## src/design/ssd4_pkg.sv

```systemverilog
// ----------------------------------------------------------------------------
// ssd4_pkg: shared widths, types and step functions
// Widths of the four-sample deviation datapath, plus the per-stage step
// functions of the divide-by-three and square root pipelines.
// ----------------------------------------------------------------------------
package ssd4_pkg;

	localparam int SAMPLE_W   = 16;
	localparam int DIFF_W     = SAMPLE_W + 1;     // pairwise difference
	localparam int PROD_W     = 2 * DIFF_W;       // signed product
	localparam int SQ_W       = 2 * SAMPLE_W;     // square of a difference
	localparam int PAIR_SUM_W = SQ_W + 1;
	localparam int QUAD_SUM_W = SQ_W + 2;
	localparam int D_W        = SQ_W + 3;         // 4*sum(x^2) - (sum x)^2
	localparam int NUM_PAIRS  = 6;

	// floor(D / 12) = floor(floor(D / 4) / 3)
	localparam int DIVIDEND_W = D_W - 2;
	localparam int DIV_STEPS  = 9;                // quotient bits per stage
	localparam int DIV_STAGES = 4;
	localparam int DIV_W      = DIV_STEPS * DIV_STAGES;
	localparam int QUOT_W     = 31;               // variance < 2^31

	localparam int ROOT_W     = 16;
	localparam int RAD_W      = 2 * ROOT_W;
	localparam int REM_W      = ROOT_W + 3;
	localparam int SQ_ITERS   = 4;                // root bits per stage
	localparam int SQ_STAGES  = ROOT_W / SQ_ITERS;

	localparam logic [2:0] DIVISOR = 3'd3;

	typedef struct packed {
		logic [1:0]       rem;
		logic [DIV_W-1:0] num;  // dividend bits shift out, quotient bits shift in
	} div3_st_t;

	typedef struct packed {
		logic [RAD_W-1:0]  rad;
		logic [REM_W-1:0]  rem;
		logic [ROOT_W-1:0] root;
	} sqrt_st_t;

	// Restoring divide by three, DIV_STEPS bits, MSB first
	function automatic div3_st_t div3_steps(input div3_st_t s_in);
		div3_st_t   s;
		logic [2:0] t;
		s = s_in;
		for (int i = 0; i < DIV_STEPS; i++) begin
			t     = {s.rem, s.num[DIV_W-1]};
			s.num = {s.num[DIV_W-2:0], 1'b0};
			if (t >= DIVISOR) begin
				s.num[0] = 1'b1;
				s.rem    = 2'(t - DIVISOR);
			end else begin
				s.rem    = t[1:0];
			end
		end
		return s;
	endfunction

	// Digit-by-digit square root, SQ_ITERS root bits
	function automatic sqrt_st_t sqrt_steps(input sqrt_st_t s_in);
		sqrt_st_t         s;
		logic [REM_W-1:0] r2;
		logic [REM_W-1:0] trial;
		s = s_in;
		for (int i = 0; i < SQ_ITERS; i++) begin
			r2    = {s.rem[REM_W-3:0], s.rad[RAD_W-1:RAD_W-2]};
			s.rad = {s.rad[RAD_W-3:0], 2'b00};
			trial = {{(REM_W-ROOT_W-2){1'b0}}, s.root, 2'b01};
			if (r2 >= trial) begin
				s.rem  = r2 - trial;
				s.root = {s.root[ROOT_W-2:0], 1'b1};
			end else begin
				s.rem  = r2;
				s.root = {s.root[ROOT_W-2:0], 1'b0};
			end
		end
		return s;
	endfunction

endpackage

```

## src/design/ssd4_div3.sv

```systemverilog
// ----------------------------------------------------------------------------
// ssd4_div3: pipelined divide by three
// Restoring long division, DIV_STEPS quotient bits per register stage.
// ----------------------------------------------------------------------------
module ssd4_div3 import ssd4_pkg::*; (
	input  logic                  clk,
	input  logic                  arst_n,
	input  logic                  in_valid,
	output logic                  in_ready,
	input  logic [DIVIDEND_W-1:0] dividend,
	output logic                  out_valid,
	input  logic                  out_ready,
	output logic [QUOT_W-1:0]     quotient
);

	logic [DIV_STAGES-1:0] vld_s;
	div3_st_t              st_s  [DIV_STAGES];
	div3_st_t              nxt   [DIV_STAGES];
	logic [DIV_STAGES-1:0] vin;
	logic [DIV_STAGES:0]   en;
	div3_st_t              init;

	assign init.rem = 2'b00;
	assign init.num = {{(DIV_W-DIVIDEND_W){1'b0}}, dividend};

	always_comb begin
		en[DIV_STAGES] = out_ready;
		for (int k = DIV_STAGES - 1; k >= 0; k--) begin
			en[k] = ~vld_s[k] | en[k+1];
		end
		vin[0] = in_valid;
		nxt[0] = div3_steps(init);
		for (int k = 1; k < DIV_STAGES; k++) begin
			vin[k] = vld_s[k-1];
			nxt[k] = div3_steps(st_s[k-1]);
		end
	end

	always_ff @(posedge clk or negedge arst_n) begin
		if (!arst_n) begin
			vld_s <= '0;
		end else begin
			for (int k = 0; k < DIV_STAGES; k++) begin
				if (en[k]) begin
					vld_s[k] <= vin[k];
				end
			end
		end
	end

	always_ff @(posedge clk) begin
		for (int k = 0; k < DIV_STAGES; k++) begin
			if (en[k] && vin[k]) begin
				st_s[k] <= nxt[k];
			end
		end
	end

	assign in_ready  = en[0];
	assign out_valid = vld_s[DIV_STAGES-1];
	assign quotient  = st_s[DIV_STAGES-1].num[QUOT_W-1:0];

endmodule

```

## config.mk

```make
export PLATFORM = sky130hd
export DESIGN_NAME = ssd4_div3
export DESIGN_NICKNAME = d
export VERILOG_FILES = /design/src/design/ssd4_pkg.sv /design/src/design/ssd4_div3.sv
export SDC_FILE = /design/constraint.sdc
export NUM_CORES = 1
export LEC_CHECK = 0
export ABC_AREA = 0
export BUFFER_PORTS_ARGS = -buffer_cell sky130_fd_sc_hd__buf_2
export CAP_MARGIN = 20
export CORE_ASPECT_RATIO = 2
export CORE_MARGIN = 4
export CORE_UTILIZATION = 30
export CTS_CLUSTER_DIAMETER = 100
export DETAILED_ROUTE_END_ITERATION = 10
export GPL_TIMING_DRIVEN = 0
export PLACE_DENSITY_LB_ADDON = 0.05
export SETUP_SLACK_MARGIN = 0.4
export SYNTH_ARGS = -nofsm -noshare
export SYNTH_HDL_FRONTEND = slang
export SYNTH_SLANG_ARGS = --single-unit
```

## constraint.sdc

```tcl
create_clock -name clk -period 21 [get_ports clk]
set_input_delay 3.15 -clock clk [delete_from_list [all_inputs] [get_ports clk]]
set_output_delay 3.15 -clock clk [all_outputs]
set_load 0.05 [all_outputs]
```

# After elaboration in Yosys (flattened, before gate mapping)
# Memory sizes are Yosys's and may differ from the RTL's.
# Index checks and enable logic that the tools add are counted.
dict set report op_classes {
  order_cmp 33
  n_reduce_logical 4
  addsub 33
  bitwise 8
  n_mux 74
}
# operator n
set ops {}
lappend ops {{>= comparator 3 x 2 -> 1 bit (second input constant)} 32}
lappend ops {{two-way mux 2 bit} 33}
lappend ops {{subtractor 2 bit (second input constant)} 32}
lappend ops {{two-way mux 1 bit} 41}
lappend ops {{logical AND 1 bit} 4}
lappend ops {{NOT 1 bit} 4}
lappend ops {{OR 1 bit} 4}
lappend ops {{>= comparator 1 x 2 -> 1 bit (second input constant)} 1}
lappend ops {{subtractor 1 x 2 -> 2 bit (second input constant)} 1}
dict set report word_totals {
  regBits 4
  n_memories 1
  wordCells 157
  ram_bits 152
  inputBits 37
  out_inout_bits 33
}
# name words word_bits read_ports rd_clocked_by_memory_dff wr line_no
set mem_list {}
lappend mem_list {st_s 4 38 4 0 4 ssd4_div3.sv:17} ;# div3_st_t st_s [DIV_STAGES];

# Logic depth before layout (Yosys ltp)
# An unclocked memory read counts as a cell.
dict set report depth {
  depth_word 19
  depth_mapped 42
  ltp_nobuf 41
}

# Worst setup path before layout
# No wires, ideal clock.
dict set report synth_timing {
  path_kind {register to register}
  startpoint {memory st_s[2][35] (netlist name)}
  endpoint {memory st_s[3][0] (netlist name), data pin}
  synth_period_minus_slack_ns 8.559
  setup_ns 0.259
  required_ns 20.741
  stages_incl_launch_ff 41
  slack_ns 12.441
  arrival_ns 8.300
  path_buffers 1
  path_cell_list {edfxtp_1 -> ha_1 -> or4b_2 -> o21ai_1 -> ha_1 -> nor4bb_1 -> o21bai_1 -> and3_1 -> inv_1 -> ha_1 -> or4_1 -> a21oi_1 -> a21oi_1 -> inv_1 -> ha_1 -> nor3_1 -> a21o_1 -> a221o_1 -> [... 5 more ...] -> o21ai_0 -> ha_1 -> nor3_1 -> mux2_2 -> o21ai_0 -> o311ai_2 -> ha_1 -> o31a_1 -> o22ai_1 -> o31ai_2 -> nor2_1 -> a21o_1 -> ha_1 -> nand3b_1 -> nor3_1 -> a21oi_1 -> o211ai_1 -> a211o_1}
}
# element line_no
set synth_lines {}
lappend synth_lines {{start: declaration} ssd4_div3.sv:17}

==> summary.txt <==
Run status
  – Run status: finished, final reports clean

Clocking
  – Clk slew on worst S/H paths: 0.05 ns
  – Num CTS Buffers: 17
  – CTS tree: done
  – Clock Latency Late Sink: 0.43 ns
  – Cells resized by post-CTS repair: 0
  – Root Driver: clkbuf_16
  – Post-CTS Hold Fix Bufs: 0
  – CTS max path bufs: 2
  – Post-CTS setup buffer count: 0
  – H-tree levels: 4
  – CTS Sinks: 134

Die
  – Full die area: 25000 sq um
  – CORE AREA: 22100 sq um
  – Number of I/O pins: 70
  – Die height: 220 um
  – Initial Utilization: 30.5%
  – Die X: 114 um
  – Row cnt: 77

Power
  – Seq pwr share: 32.0%
  – Sw Ratio: 37.6%
  – Maximum VDD drop: 0.0000930 V
  – Clock power share: 23.7%
  – Cell Int Power: 0.764 mW
  – Comb power frac: 44.2%
  – Leak Pwr: 3.07 nW
  – Power per cell area: 151 nW/um^2
  – P_sw: 0.460 mW

Worst setup path
  – Crit-path max FO: 9
  – CP top delay family: compound AO/OA/AOI/OAI gates
  – Max incr delay on CP: 0.61 ns
  – WP buf/inv: 3
  – Critical path required time: 21.18 ns
  – Worst Setup Path Type: flip-flop to flip-flop
  – Slowest CP cell: or4_1
  – Critical path arrival: 10.14 ns
  – Most common cell on crit path: ha_1
  – CP Launch Type: flip-flop
  – CP Capture Type: flip-flop

Timing
  – Hold Vio Cnt, Final: 0
  – Worst-margin pin slew: 0.725 ns
  – Slew Viols, Final: 0
  – Setup_tns: 0 ns
  – Layout Skew: 0.00808 ns
  – Worst slew margin: 51.4%
  – Setup violations, final: 0
  – Period utilization: 47.5%
  – Worst hold slack: 0.415 ns
  – Final min period: 9.97 ns
  – Peak Freq: 100 MHz
  – RSZ-0062 raised after global routing: false

Route
  – Final antenna-violating net count: 0
  – Wire length per cell: 15.3 um
  – DRC viols: 0
  – Vias: 4554
  – Via density: 5.03
  – Routed WL: 13.9 mm
  – Initial DRC Count: 187
  – Pre-Repair DR Iteration Count: 5

Placed design
  – Dpl cell area: 7510 sq um
  – PortBufs: 69
  – GP Congestion: 0.851
  – HPWL after DPL: 10.1 mm

Yosys
  – YS warnings: 0
  – Synth area leader: edfxtp_1
  – #FFs+latches synth: 134
  – Gate Count Post-Synth: 525
  – Seq/Total Area, Yosys: 59.6%
  – Synth async-reset ratio: 2.99%
  – Post-Syn Nets: 593
  – Mapped cell area: 6720 sq um
  – EDFF count, synth: 130
  – Top cell type's share of synthesized area: 58.1%
  – Top_reg_cell synth: edfxtp_1
  – Mean post-synth cell area: 12.8 sq um
  – Area contributors post-synth: edfxtp_1, ha_1, nor2_1
  – Netlist cell types: 79

Global route
  – GRT Resource Usage Total: 11.8%
  – Largest net degree at the start of global routing: 31
  – Initial antenna violation count: 0
  – First-pass GRT wire length: 22.6 mm
  – Number of global-route vias before repair: 4705
  – GRT Residual Overflow: 0

Job
  – Total of max-cap violations: 0

Finish
  – Antenna diode count: 0
  – FF+latch area: 4000 sq um
  – Share of layout cells above drive strength 1: 21.6%
  – Area Overhead vs Synth: 20.3%
  – Multi-input gate area: 2580 sq um
  – Fin nets: 685
  – FILL cells: 2165
  – Design Area, Final: 8080 sq um

Min path
  – Hold Crit Class: flip-flop to flip-flop
==> power by group through the flow <==
stage | Sequential, mW | Combinational (mW) | Clock, mW
3_5_place_dp | 0.398 | 0.543 | 0
4_1_cts | 0.392 | 0.546 | 0.304
2_1_floorplan | 0.452 | 0.367 | 0
6_report | 0.392 | 0.541 | 0.291
3_3_place_gp | 0.398 | 0.525 | 0
5_1_grt | 0.397 | 0.604 | 0.315
==> cells in the final DEF (no fill, tap or decap), types with 5 or more instances in the layout <==
cell type	count
edfxtp_1	130
or2_2	7
a21oi_1	26
buf_2	70
a21o_1	15
ha_1	31
nand2b_1	8
a221o_1	6
nand3b_1	5
mux2_2	5
o21bai_1	5
nor3b_1	6
or3_1	7
nor2_1	36
clkbuf_16	17
inv_1	24
nand2_1	35
a211o_1	6
nor3_1	25
clkbuf_1	10
nand3_1	5
nor2b_1	12
o211ai_1	5
o31ai_1	7
o21ai_0	14
mux2i_1	8
==> final cells by class <==
class	count	area share, %
flip-flops and latches	134	49.5
multi-input cells	356	31.9
clock buffers	20	5.40
repair buffers	73	5.36
well taps	276	4.27
clock inverters	12	1.67
inverters	24	1.11
plain buffers	11	0.712
==> kinds of logic (layout without fill, tap and decap cells) <==
logic type | count (synthesis) | after routing | synth area share, %
buf+inv | 35 | 140 | 2.20
compound gates | 140 | 140 | 16.9
mux | 13 | 13 | 2.03
flops | 134 | 134 | 59.6
simple gates | 170 | 170 | 13.3
fa+ha+maj | 31 | 31 | 5.77
xor+xnor | 2 | 2 | 0.261
==> synth_stat cells (5+ instances only) <==
master,instances
mux2_2,5
nor3_1,25
o31ai_1,7
nor2_1,36
or2_2,7
nand3_1,5
o211ai_1,5
nor2b_1,13
mux2i_1,8
a211o_1,6
nand3b_1,5
nand2_1,35
a21oi_1,26
o21bai_1,5
inv_1,24
nor3b_1,6
o21ai_0,14
nand2b_1,8
a21o_1,15
ha_1,31
a221o_1,6
clkbuf_1,7
or3_1,7
and2_1,5
edfxtp_1,130
==> metal layers <==
layer,global-route usage [%],vias to the layer above,part of all wire (%)
met1,10.9,2213,36
met4,6.14,0,2.2
met2,22.6,74,57
met5,0,-,0
met3,3.65,21,4.8
li1,-,2246,-
==> registers in the layout, summed over array words and instances (netlist names) <==
signal  flops
st_s      130
vld_s       4
==> final timing paths <==
path,start,end,slack [ns],depth (start not counted)
worst max-delay path,st_s[2][35]$_DFFE_PP_,st_s[3][0]$_DFFE_PP_,11.03,40
worst max register to register,st_s[2][35]$_DFFE_PP_,st_s[3][0]$_DFFE_PP_,11.03,40
worst min register to register,st_s[1][18]$_DFFE_PP_,st_s[2][27]$_DFFE_PP_,0.42,0
max in group asynchronous,arst_n,vld_s[0]$_DFFE_PN0N_,18.36,1
min in group asynchronous,arst_n,vld_s[1]$_DFFE_PN0P_,2.52,1
worst min-delay path,st_s[1][18]$_DFFE_PP_,st_s[2][27]$_DFFE_PP_,0.42,0
==> through the flow <==
stage	setup WS, ns	utilization (%)	instances	power, mW
after detailed placement	11.09	34.0	874	0.941
after global routing	10.28	36.6	906	1.32
after floorplan	12.44	-	525	0.819
final	11.03	36.6	906	1.22
after CTS	11.06	36.6	906	1.24
after global placement	11.30	33.6	870	0.923
Power figures use the tool's default switching activity.
