--- src/design/ssd4_pkg.sv ---
// ----------------------------------------------------------------------------
// ssd4_pkg: shared widths, types and step functions
// Widths of the four-sample deviation datapath, plus the per-stage step
// functions of the divide-by-three and square root pipelines.
// ----------------------------------------------------------------------------
package ssd4_pkg;

	localparam int SAMPLE_W   = 16;
	localparam int DIFF_W     = SAMPLE_W + 1;     // pairwise difference
	localparam int PROD_W     = 2 * DIFF_W;       // signed product
	localparam int SQ_W       = 2 * SAMPLE_W;     // square of a difference
	localparam int PAIR_SUM_W = SQ_W + 1;
	localparam int QUAD_SUM_W = SQ_W + 2;
	localparam int D_W        = SQ_W + 3;         // 4*sum(x^2) - (sum x)^2
	localparam int NUM_PAIRS  = 6;

	// floor(D / 12) = floor(floor(D / 4) / 3)
	localparam int DIVIDEND_W = D_W - 2;
	localparam int DIV_STEPS  = 9;                // quotient bits per stage
	localparam int DIV_STAGES = 4;
	localparam int DIV_W      = DIV_STEPS * DIV_STAGES;
	localparam int QUOT_W     = 31;               // variance < 2^31

	localparam int ROOT_W     = 16;
	localparam int RAD_W      = 2 * ROOT_W;
	localparam int REM_W      = ROOT_W + 3;
	localparam int SQ_ITERS   = 4;                // root bits per stage
	localparam int SQ_STAGES  = ROOT_W / SQ_ITERS;

	localparam logic [2:0] DIVISOR = 3'd3;

	typedef struct packed {
		logic [1:0]       rem;
		logic [DIV_W-1:0] num;  // dividend bits shift out, quotient bits shift in
	} div3_st_t;

	typedef struct packed {
		logic [RAD_W-1:0]  rad;
		logic [REM_W-1:0]  rem;
		logic [ROOT_W-1:0] root;
	} sqrt_st_t;

	// Restoring divide by three, DIV_STEPS bits, MSB first
	function automatic div3_st_t div3_steps(input div3_st_t s_in);
		div3_st_t   s;
		logic [2:0] t;
		s = s_in;
		for (int i = 0; i < DIV_STEPS; i++) begin
			t     = {s.rem, s.num[DIV_W-1]};
			s.num = {s.num[DIV_W-2:0], 1'b0};
			if (t >= DIVISOR) begin
				s.num[0] = 1'b1;
				s.rem    = 2'(t - DIVISOR);
			end else begin
				s.rem    = t[1:0];
			end
		end
		return s;
	endfunction

	// Digit-by-digit square root, SQ_ITERS root bits
	function automatic sqrt_st_t sqrt_steps(input sqrt_st_t s_in);
		sqrt_st_t         s;
		logic [REM_W-1:0] r2;
		logic [REM_W-1:0] trial;
		s = s_in;
		for (int i = 0; i < SQ_ITERS; i++) begin
			r2    = {s.rem[REM_W-3:0], s.rad[RAD_W-1:RAD_W-2]};
			s.rad = {s.rad[RAD_W-3:0], 2'b00};
			trial = {{(REM_W-ROOT_W-2){1'b0}}, s.root, 2'b01};
			if (r2 >= trial) begin
				s.rem  = r2 - trial;
				s.root = {s.root[ROOT_W-2:0], 1'b1};
			end else begin
				s.rem  = r2;
				s.root = {s.root[ROOT_W-2:0], 1'b0};
			end
		end
		return s;
	endfunction

endpackage

--- src/design/ssd4_isqrt.sv ---
// ----------------------------------------------------------------------------
// ssd4_isqrt: pipelined integer square root
// Floor square root, SQ_ITERS result bits per register stage.
// ----------------------------------------------------------------------------
module ssd4_isqrt import ssd4_pkg::*; (
	input  logic              clk,
	input  logic              arst_n,
	input  logic              in_valid,
	output logic              in_ready,
	input  logic [QUOT_W-1:0] radicand,
	output logic              out_valid,
	input  logic              out_ready,
	output logic [ROOT_W-1:0] root
);

	logic [SQ_STAGES-1:0] vld_s;
	sqrt_st_t             st_s  [SQ_STAGES];
	sqrt_st_t             nxt   [SQ_STAGES];
	logic [SQ_STAGES-1:0] vin;
	logic [SQ_STAGES:0]   en;
	sqrt_st_t             init;

	assign init.rad  = {{(RAD_W-QUOT_W){1'b0}}, radicand};
	assign init.rem  = '0;
	assign init.root = '0;

	always_comb begin
		en[SQ_STAGES] = out_ready;
		for (int k = SQ_STAGES - 1; k >= 0; k--) begin
			en[k] = ~vld_s[k] | en[k+1];
		end
		vin[0] = in_valid;
		nxt[0] = sqrt_steps(init);
		for (int k = 1; k < SQ_STAGES; k++) begin
			vin[k] = vld_s[k-1];
			nxt[k] = sqrt_steps(st_s[k-1]);
		end
	end

	always_ff @(posedge clk or negedge arst_n) begin
		if (!arst_n) begin
			vld_s <= '0;
		end else begin
			for (int k = 0; k < SQ_STAGES; k++) begin
				if (en[k]) begin
					vld_s[k] <= vin[k];
				end
			end
		end
	end

	always_ff @(posedge clk) begin
		for (int k = 0; k < SQ_STAGES; k++) begin
			if (en[k] && vin[k]) begin
				st_s[k] <= nxt[k];
			end
		end
	end

	assign in_ready  = en[0];
	assign out_valid = vld_s[SQ_STAGES-1];
	assign root      = st_s[SQ_STAGES-1].root;

endmodule

--- config.mk ---
export PLATFORM = sky130hd
export DESIGN_NAME = ssd4_isqrt
export DESIGN_NICKNAME = d
export VERILOG_FILES = /design/src/design/ssd4_pkg.sv /design/src/design/ssd4_isqrt.sv
export SDC_FILE = /design/constraint.sdc
export NUM_CORES = 1
export LEC_CHECK = 0
export BUFFER_PORTS_ARGS = -buffer_cell sky130_fd_sc_hd__buf_4
export CAP_MARGIN = 20
export CORE_ASPECT_RATIO = 1.4
export CORE_UTILIZATION = 45
export CTS_CLUSTER_DIAMETER = 150
export DETAILED_ROUTE_END_ITERATION = 10
export HOLD_SLACK_MARGIN = 0.05
export RECOVER_POWER = 25
export SYNTH_ARGS = -nofsm -noshare
export SYNTH_HDL_FRONTEND = slang
export SYNTH_SLANG_ARGS = --single-unit
--- constraint.sdc ---
create_clock -name clk -period 10.1 [get_ports clk]
set_input_delay 2.02 -clock clk [delete_from_list [all_inputs] [get_ports clk]]
set_output_delay 2.02 -clock clk [all_outputs]
set_load 0.01 [all_outputs]
After elaboration in Yosys (flattened, before gate mapping)
Memory sizes are Yosys's and may differ from the RTL's.
Cells that the tools add are included.
- add/subtract/negate cells: 16
- order comparisons: 16
- multiplexer cells: 24
- bitwise operators: 8
- reductions and logical operators: 4
- operators by type and width (cell ; count):
    $mux W33 ; 12
    $ge A19 B18 Y1 ; 15
    $sub A17 B17 Y17 ; 11
    $mux W35 ; 4
    $sub A19 B18 Y19 ; 4
    $mux W1 ; 8
    $logic_and A1 B1 Y1 ; 4
    $not A1 Y1 ; 4
    $or A1 B1 Y1 ; 4
    $sub A1 B1 Y2 const B ; 1
    $ge A1 B1 Y1 const B ; 1
- bits in registers: 4
- memory bits (writable): 236
- bits of input ports: 35
- output and inout bits: 18
- logic and storage cells: 73
- memories: 1
- memory list (name ; words ; width ; rd ports ; clocked after Yosys merged registers in ; write ports ; line ; source):
    st_s ; 4 ; 59 ; 4 ; 0 ; 4 ; ssd4_isqrt.sv:17 ; sqrt_st_t st_s [SQ_STAGES];

Logic depth before layout (Yosys ltp)
Gate-level depths: netlist of the first run.
An unclocked memory read counts as a cell.
- depth after elaboration: 9
- depth in mapped cells: 53
- depth with buffers taken out: 49

Worst setup path after synthesis of the first run
No wires, ideal clock.
- path kind: register to register
- start point: memory st_s[1][7] in the netlist's numbering
- end point: memory st_s[2][21] in the netlist's numbering, data pin
- library setup time: 0.260 ns
- arrival time: 9.025 ns
- required time: 9.840 ns
- path slack: 0.815 ns
- cell stages (with the launch flop): 43
- buffers on the path: 6
- clock period less this slack: 9.285 ns
- path through: edfxtp_1 inv_1 ha_1 buf_1 nand2_1 o41ai_2 nor4_2 nand2_1 inv_2 buf_1 o21ai_0 ha_1 nand2_1 nor3_1 nand4_1 o211ai_1 a2111oi_2 nand3_1 (+7 left out) nand2b_1 a311o_1 o211ai_1 nand3_1 clkinv_1 clkbuf_1 nand2_1 o31ai_1 ha_1 a21o_1 a21o_1 or3_1 a41o_1 a31o_2 nand2_1 or3b_2 buf_2 mux2_2
- RTL lines (what ; line):
    start: declaration ; ssd4_isqrt.sv:17

==> results of run 1 <==
routing by layer:
metal	GRT usage (%)	up-vias
li1	-	6360
met1	27.8	6050
met2	47.5	283
met3	3.19	90
met4	13.2	2
met5	0	-
cell usage after synthesis (14+ instances only):
master	number	area [um^2]
a211oi_1	15	113
nor2b_1	24	150
inv_1	104	390
o21ai_0	100	500
xor2_1	49	429
o31ai_1	21	158
nand4_1	25	156
nand3_1	35	175
nand2_1	137	514
mux2i_1	21	210
nor4_1	14	87.6
a21oi_1	141	706
nand2b_1	24	150
mux2_2	20	225
nor2_1	137	514
and2_1	18	113
ha_1	147	1840
a31oi_1	17	106
a21o_1	48	360
or3_1	14	87.6
nor3_1	55	275
o21a_1	25	188
edfxtp_1	139	4170
xnor2_1	79	692
clkbuf_1	28	105
kinds of logic (layout without fill, tap and decap cells):
| group | count (synthesis) | in the layout | share of synthesized area [%] |
|---|---|---|---|
| AO/OA/AOI/OAI | 489 | 489 | 22.4 |
| AND/OR/NAND/NOR | 562 | 562 | 20.2 |
| flip-flops | 143 | 143 | 29.8 |
| XOR/XNOR | 128 | 128 | 7.81 |
| buffers and inverters | 147 | 246 | 3.92 |
| adder cells (fa/ha/maj) | 147 | 147 | 12.8 |
| multiplexers | 41 | 41 | 3.03 |
power groups by stage:
stage | Combinational [uW] | Clock, uW | Sequential (uW)
6_report | 2670 | 666 | 912
3_3_place_gp | 2590 | 0 | 923
3_5_place_dp | 2610 | 0 | 924
4_1_cts | 2630 | 681 | 912
5_1_grt | 2940 | 706 | 922
2_1_floorplan | 1970 | 0 | 881
through the flow:
step | hold slack (ns) | area, um^2 | worst slack (ns)
3_3_place_gp | 0.402 | 15400 | 0.0645
3_5_place_dp | 0.406 | 15400 | -0.0870
6_report | 0.419 | 16100 | 0.600
5_1_grt | 0.424 | 16100 | 0.00802
2_1_floorplan | 0.400 | 14400 | 0.815
4_1_cts | 0.421 | 16100 | 0.103
registers in the layout, summed over array words and instances (netlist names):
signal and flops:
vld_s 4, st_s 139
layout make-up:
type / instances / area [um^2] / share of cell area (%)
repair inverters: 1 / 7.51 / 0.0465
well taps: 395 / 494 / 3.06
repair buffers: 104 / 771 / 4.78
multi-input cells: 1367 / 9560 / 59.3
clock buffers: 19 / 433 / 2.68
clock inverters: 13 / 180 / 1.12
inverters: 109 / 413 / 2.56
flip-flops and latches: 143 / 4270 / 26.5
final timing paths:
path | to | slack, ns | depth (start not counted)
worst max-delay path | st_s[1][26] | 0.60 | 36
worst max register to register | st_s[1][26] | 0.60 | 36
worst min register to register | st_s[1][45] | 0.42 | 0
max in group asynchronous | vld_s[3] | 8.51 | 1
min in group asynchronous | vld_s[0] | 1.40 | 1
worst min-delay path | st_s[1][45] | 0.42 | 0
what timing repair did:
action,in CTS,in global routing
resized for setup,2,17
pin swaps,0,1
hold buffers,0,0
setup buffers,0,3
endpoints found under the setup margin,1,19
gates cloned,0,1
==> run metrics, run 1 <==
Power Dens Cells 263 mW/mm^2; syn avg cell area 8.66 um^2; RSZ-0062 raised after global routing no; Hold Startpoint st_s[0][37]; Layout Skew 0.00732 ns; Hold Vio Cnt, Final 0; CP max stage delay ~0.56 ns; Tmin final between 9 and 10 ns; worst vdd ir about 0.13 mV; Top FF cell, synth edfxtp_1; Rows between 70 and 80; Comb power frac between 60% and 70%; sequential share of power 21.5%; first-pass GRT wire length 63800 um; Metal-1 WL about 17000 um; 1st-pass router iterations 5; total CTS buffers 17; Fill cells 3003; Layout Nets slightly below 2000; die height about 210 um; Synth Register Bits 143; Worst Setup SP st_s[0][3]; routed length on met2 21200 um; share of layout cells above drive strength 1 11.7%; P_sw 1930 uW; Starting Density 45.6%; Max Fclk 105 MHz; Reg-to-Reg Start st_s[0][3]; total power about 4200 uW; most frequent cells in the layout 147 x ha_1, 141 x a21oi_1, 139 x edfxtp_1; crit path DAT 9.68 ns; slew of the pin with the lowest slew margin 1.03 ns; Seq/Total Area, Yosys 29.8%; yosys warns 0; Crit-path slowest cell or3_1; initial antenna violation count 1; clock root buffer master clkbuf_16; async set-reset flop share out of synthesis 2.80%; met3 WL 1280 um; Worst-path clk slew approximately 0.070 ns; Pint around 2300 uW; deepest clock path buffer count 2; clock power share ~16%; grt ovf 0; Period Utilization, post-route between 90% and 100%; GRT Overall Usage 25.3%; final slew viol count 0; initial drt markers 721; switching share of power 45.4%; clock sinks about 140; Top Layer Used met5; final wirelength 41000 um; Floorplan Core Area 0.0315 mm^2; Max H-tree Level 4; critical path startpoint category flip-flop; CP Capture Type flip-flop; static leakage 0.00683 uW; max_slew headroom 31.0%; I/O Pins 53; CTS tree built; via count ~13000; GPL Wtd Cong 0.952; HPWL Detailed approximately 33000 um; number of global-route vias before repair about 12000; Antenna Cells 0; Mapped Cells 1657; commonest non-fill, non-tap cell in the layout ha_1; Inst Count DP 2114; IO buf count 52; DRC viols 0; critical path fanouts, max 23; worst path bufs/invs 5; Avg Vias per Cell 5.94; Post-Syn Area ~0.014 mm^2; die area 0.0326 mm^2; Mapped Nets 1839; die span in x 153 um; maxcap violations 0; Clk Latency, worst-skew pair 0.43 ns; EDFF count, synth about 140; post-route core utilization 51.2%; CP delay by family, top simple AND/OR/NAND/NOR gates; pin count of the biggest net entering global routing 46; post-route insts no fill 2151; final setup violation count 0; WL/cell 19.0 um; Hold Crit Class reg -> reg; Synth cell types 92; synth-to-layout area growth 12.4%; CP Data Required Time 10.28 ns; ANT nets after route 0; outcome complete, no violations; Fin Setup TNS 0 ns; CP Class reg -> reg
No activity file was read; power rests on OpenSTA's default activity.
==> run 2, diff against run 1 <==
- PLACE_DENSITY_LB_ADDON: not set -> 0.05
==> run metrics, run 2 (synthesized netlist as in run 1, its figures left out) <==
outcome complete, no violations; Fin Setup TNS 0 ns (unchanged); HPWL Detailed 34000 um (+3.3%); Rows 77 (unchanged); Largest regs st_s (139), vld_s (4); CP Data Required Time 10.28 ns (about the same); critical path startpoint category flip-flop; Floorplan Core Area 0.0315 mm^2 (unchanged); max_slew headroom 35.1% (+4.1 points); CP Class reg -> reg; GPL Wtd Cong 0.905 (-4.9%); via count 12700 (-0.94%); final hold slack 0.416 ns (-0.00262 ns); CTS Hold Buffers Added 0 (unchanged); Period Utilization, post-route 93.0% (-1.1 points); initial drt markers 607 (-16%); sequential share of power 22.1% (+0.6 points); clock root buffer master clkbuf_16; Hold Crit Class reg -> reg; GRT Overall Usage 26.0% (+0.73 points); die height 213 um (unchanged); commonest non-fill, non-tap cell in the layout ha_1; worst path bufs/invs 3 (-2); static leakage 0.00676 uW (-0.96%); Avg Vias per Cell 5.91 (-0.52%); CP Capture Type flip-flop; CP max stage delay 0.53 ns (-0.03 ns); crit path DAT 9.57 ns (-0.11 ns); Hold Startpoint st_s[0][37]; synth-to-layout area growth 11.6%; first-pass GRT wire length 65500 um (+2.7%); final wirelength 41600 um (+1.5%); die span in x 153 um (unchanged); total CTS buffers 17 (unchanged); Top reg by flops st_s; Worst-path clk slew 0.06 ns (about the same); initial antenna violation count 1 (unchanged); share of layout cells above drive strength 1 11.0% (-0.68 points); Worst R2R End st_s[1][27]; Power Dens Cells 261 mW/mm^2 (-0.91%); I/O Pins 53 (unchanged); Starting Density 45.6% (unchanged); Fill cells 3084 (+2.7%); ANT nets after route 0 (unchanged); post-route insts no fill 2142 (-0.42%); IO buf count 52 (unchanged); Hold Path Sink st_s[1][45]; number of flip-flops in the largest register 139 (unchanged); Clk Latency, worst-skew pair 0.43 ns (about the same); DRC viols 0 (unchanged); Layout Skew 0.0104 ns (+0.00312 ns); most frequent cells in the layout 147 x ha_1, 141 x a21oi_1, 139 x edfxtp_1; clock power share 14.8% (-0.9 points); grt ovf 0 (unchanged); Max Fclk 107 MHz (+1.2%); Reg-to-Reg Start st_s[0][1]; slew of the pin with the lowest slew margin 0.973 ns (-0.0618 ns); R2R Setup Slk 0.71 ns (+0.11 ns); WHS Path Cells 0 (unchanged); number of global-route vias before repair 12100 (-1.6%); die area 0.0326 mm^2 (unchanged); final slew viol count 0 (unchanged); Layout Nets 1915 (-0.52%); CTS tree built; pin count of the biggest net entering global routing 46 (unchanged); Pint 2260 uW (-2.5%); WL/cell 19.4 um (+1.9%); Max H-tree Level 4 (unchanged); switching share of power 45.9% (+0.51 points); critical path fanouts, max 17 (-26%); post-route core utilization 50.8% (-0.37 points); final setup violation count 0 (unchanged); CP delay by family, top compound AO/OA/AOI/OAI gates; Crit-path slowest cell or3_1; Comb power frac 63.1% (+0.3 points); maxcap violations 0 (unchanged); reg2reg path depth 34 (-5.6%); clock sinks 143 (unchanged); 1st-pass router iterations 5 (unchanged); P_sw 1920 uW (-0.53%); Tmin final 9.39 ns (-0.111 ns); Hold Vio Cnt, Final 0 (unchanged); deepest clock path buffer count 2 (unchanged); Inst Count DP 2104 (-0.47%); worst vdd ir 0.127 mV (-2.0%)
run 2: cell types whose count changed in the layout (fill, tap and decap cells not counted), moves of 2 or more:
cell	change
inv_6	+3
clkinv_2	+2
buf_12	+2
o31ai_2	-3
bufinv_16	-2
o21ai_0	+3
buf_4	-12
o31ai_1	+3
o21ai_1	-2
clkbuf_1	-3
run 2: through the flow:
step                      cell area, um^2  setup slack, ns  power [uW]
after floorplan                     14400            0.815        2850
after global placement              15400          -0.0658        3520
after detailed placement            15400          -0.0628        3540
after CTS                           16000          0.00979        4170
after global routing                16000         -0.00796        4520
final                               16000            0.712        4180
run 2: what timing repair did:
item                       CTS  global route
setup buffers                0             3
cloned                       1             1
setup endpoints to repair    1             4
gates resized for setup      2             7
run 2: area by class of cell:
class                   instances  area (um^2)  share of cell area, %
multi-input cells            1367         9530                   59.5
clock buffers                  19          443                   2.76
flip-flops and latches        143         4270                   26.7
well taps                     395          494                   3.09
clock inverters                13          129                  0.805
repair buffers                 93          721                   4.50
repair inverters                2         12.5                 0.0781
diodes                          1         2.50                 0.0156
inverters                     109          417                   2.60
run 2: how the worst max path moves through the flow:
stage,from,end,slack (ns),depth (start not counted)
after floorplan,st_s[1][7],st_s[2][21],0.81,42
after global placement,st_s[2][0],st_s[3][0],-0.07,42
after detailed placement,st_s[2][0],st_s[3][0],-0.06,42
after CTS,st_s[2][5],st_s[3][0],0.01,42
after global routing,st_s[2][0],st_s[3][0],-0.008,47
final,st_s[0][1],st_s[1][27],0.71,34
run 2: metal layers:
metal,vias up,GRT usage (%),routed length [um]
met2,250,49.5,21900
li1,6360,-,-
met3,87,2.72,1140
met1,5968,29.2,17000
met4,0,11.6,1550
met5,-,0,0
run 2: power groups by stage:
stage | Sequential (uW) | Combinational, uW | Clock [uW]
4_1_cts | 923 | 2620 | 632
2_1_floorplan | 881 | 1970 | 0
5_1_grt | 931 | 2940 | 651
3_5_place_dp | 934 | 2600 | 0
3_3_place_gp | 934 | 2580 | 0
6_report | 921 | 2640 | 619
==> run 3, diff against run 2 <==
- RECOVER_POWER: 25 -> 50
==> run metrics, run 3 (synthesized netlist as in run 1, its figures left out) <==
critical path startpoint category flip-flop; deepest clock path buffer count 2 (unchanged); final wirelength 41600 um (about the same); DRC viols 0 (unchanged); initial drt markers 620 (+2.1%); via count 12600 (-0.13%); max_slew headroom -76.9% (-110 points); Power Dens Cells 262 mW/mm^2 (+0.44%); IO buf count 52 (unchanged); total CTS buffers 17 (unchanged); CP Capture Type flip-flop; Hold Vio Cnt, Final 0 (unchanged); 1st-pass router iterations 5 (unchanged); commonest non-fill, non-tap cell in the layout ha_1; final setup violation count 0 (unchanged); die height 213 um (unchanged); post-route core utilization 50.6% (-0.24 points); Top reg by flops st_s; number of flip-flops in the largest register 139 (unchanged); clock root buffer master clkbuf_16; worst vdd ir 0.127 mV (-0.18%); Avg Vias per Cell 5.91 (-0.13%); I/O Pins 53 (unchanged); HPWL Detailed 34000 um (unchanged); die area 0.0326 mm^2 (unchanged); Largest regs st_s (139), vld_s (4); CP Class reg -> reg; GRT Overall Usage 26.0% (unchanged); Worst Setup Slack, final 0.710 ns (-0.00119 ns); die span in x 153 um (unchanged); WL/cell 19.4 um (about the same); critical path fanouts, max 17 (unchanged); Floorplan Core Area 0.0315 mm^2 (unchanged); Starting Density 45.6% (unchanged); most frequent cells in the layout 147 x ha_1, 141 x a21oi_1, 139 x edfxtp_1; Layout Nets 1915 (unchanged); initial antenna violation count 1 (unchanged); final hold slack 0.417 ns (+0.000253 ns); crit path DAT 9.57 ns (about the same); pre-CTS setup slack -0.0628 ns (unchanged); number of global-route vias before repair 12100 (unchanged); WHS Path Cells 0 (unchanged); static leakage 0.00670 uW (-0.98%); Crit-path slowest cell or3_1; Rows 77 (unchanged); Clk Latency, worst-skew pair 0.43 ns (about the same); Max H-tree Level 4 (unchanged); CP Data Required Time 10.28 ns (about the same); outcome complete, but fails checks; Worst-path clk slew 0.06 ns (about the same); CTS tree built; first-pass GRT wire length 65500 um (unchanged); Max Fclk 107 MHz (about the same); share of layout cells above drive strength 1 9.79% (-1.2 points); final slew viol count 38 (+38); pin count of the biggest net entering global routing 46 (unchanged); Hold Crit Class reg -> reg; ANT nets after route 0 (unchanged); Layout Skew 0.00899 ns (-0.00145 ns); GPL Wtd Cong 0.905 (unchanged); Period Utilization, post-route 93.0% (about the same); Fin Setup TNS 0 ns (unchanged); reg2reg path depth 34 (unchanged); clock sinks 143 (unchanged); CP max stage delay 0.53 ns (about the same); grt ovf 0 (unchanged); slew of the pin with the lowest slew margin 2.65 ns (+1.68 ns); maxcap violations 1 (+1); failing checks capacitance limit, slew limit; synth-to-layout area growth 11.1%; Tmin final 9.39 ns (+0.00119 ns)
-- run 3: power by group --
group / total, uW / internal [uW] / leakage (uW) / switching, uW
clock network: 618 / 351 / 0.000281 / 267
logic: 2630 / 1080 / 0.00510 / 1550
registers: 922 / 822 / 0.00131 / 100
total: 4170 / 2250 / 0.00670 / 1920
-- run 3: critical path: cells and delay by family (launching register included) --
kind,cells,cell delay (ns)
XOR/XNOR,1,0.20
AO/OA/AOI/OAI,15,3.71
buffers and inverters,3,0.55
adder cells (fa/ha/maj),4,1.58
multiplexers,2,0.67
flip-flops,1,0.42
AND/OR/NAND/NOR,9,2.01
-- run 3: layout make-up --
type                       instances  area [um^2]
clock inverter                    13          129
sequential                       143         4270
tap                              395          494
multi-input combinational       1367         9530
clock buffer                      19          443
antenna                            1         2.50
timing repair buffer              93          646
timing repair inverter             2         12.5
fill                            3101        15600
inverter                         109          417
-- run 3: worst paths after layout --
path,slack (ns),endpoint,from
worst max register to register,0.71,st_s[1][27],st_s[0][1]
worst min-delay path,0.42,st_s[1][45],st_s[0][37]
worst max-delay path,0.71,st_s[1][27],st_s[0][1]
worst min register to register,0.42,st_s[1][45],st_s[0][37]
max in group asynchronous,8.52,vld_s[2],arst_n
min in group asynchronous,1.40,vld_s[0],arst_n
-- run 3: timing repair --
action	CTS	global route
gates resized for setup	2	7
hold buffers	0	0
setup endpoints to repair	1	4
gates cloned	1	1
buffers inserted	0	3
-- run 3: per-layer routing --
metal / part of all wire (%) / global-route usage, % / routed length (um)
met3: 2.6 / 2.72 / 1070
met5: 0 / 0 / 0
met2: 53 / 49.5 / 21900
met1: 41 / 29.2 / 17100
met4: 3.7 / 11.6 / 1540
-- run 3: through the flow --
| step | cells | power [uW] | area, um^2 |
|---|---|---|---|
| 5_1_grt | 2141 | 4510 | 15900 |
| 3_3_place_gp | 2104 | 3520 | 15400 |
| 2_1_floorplan | 1657 | 2850 | 14400 |
| 3_5_place_dp | 2104 | 3540 | 15400 |
| 6_report | 2142 | 4170 | 15900 |
| 4_1_cts | 2137 | 4170 | 16000 |
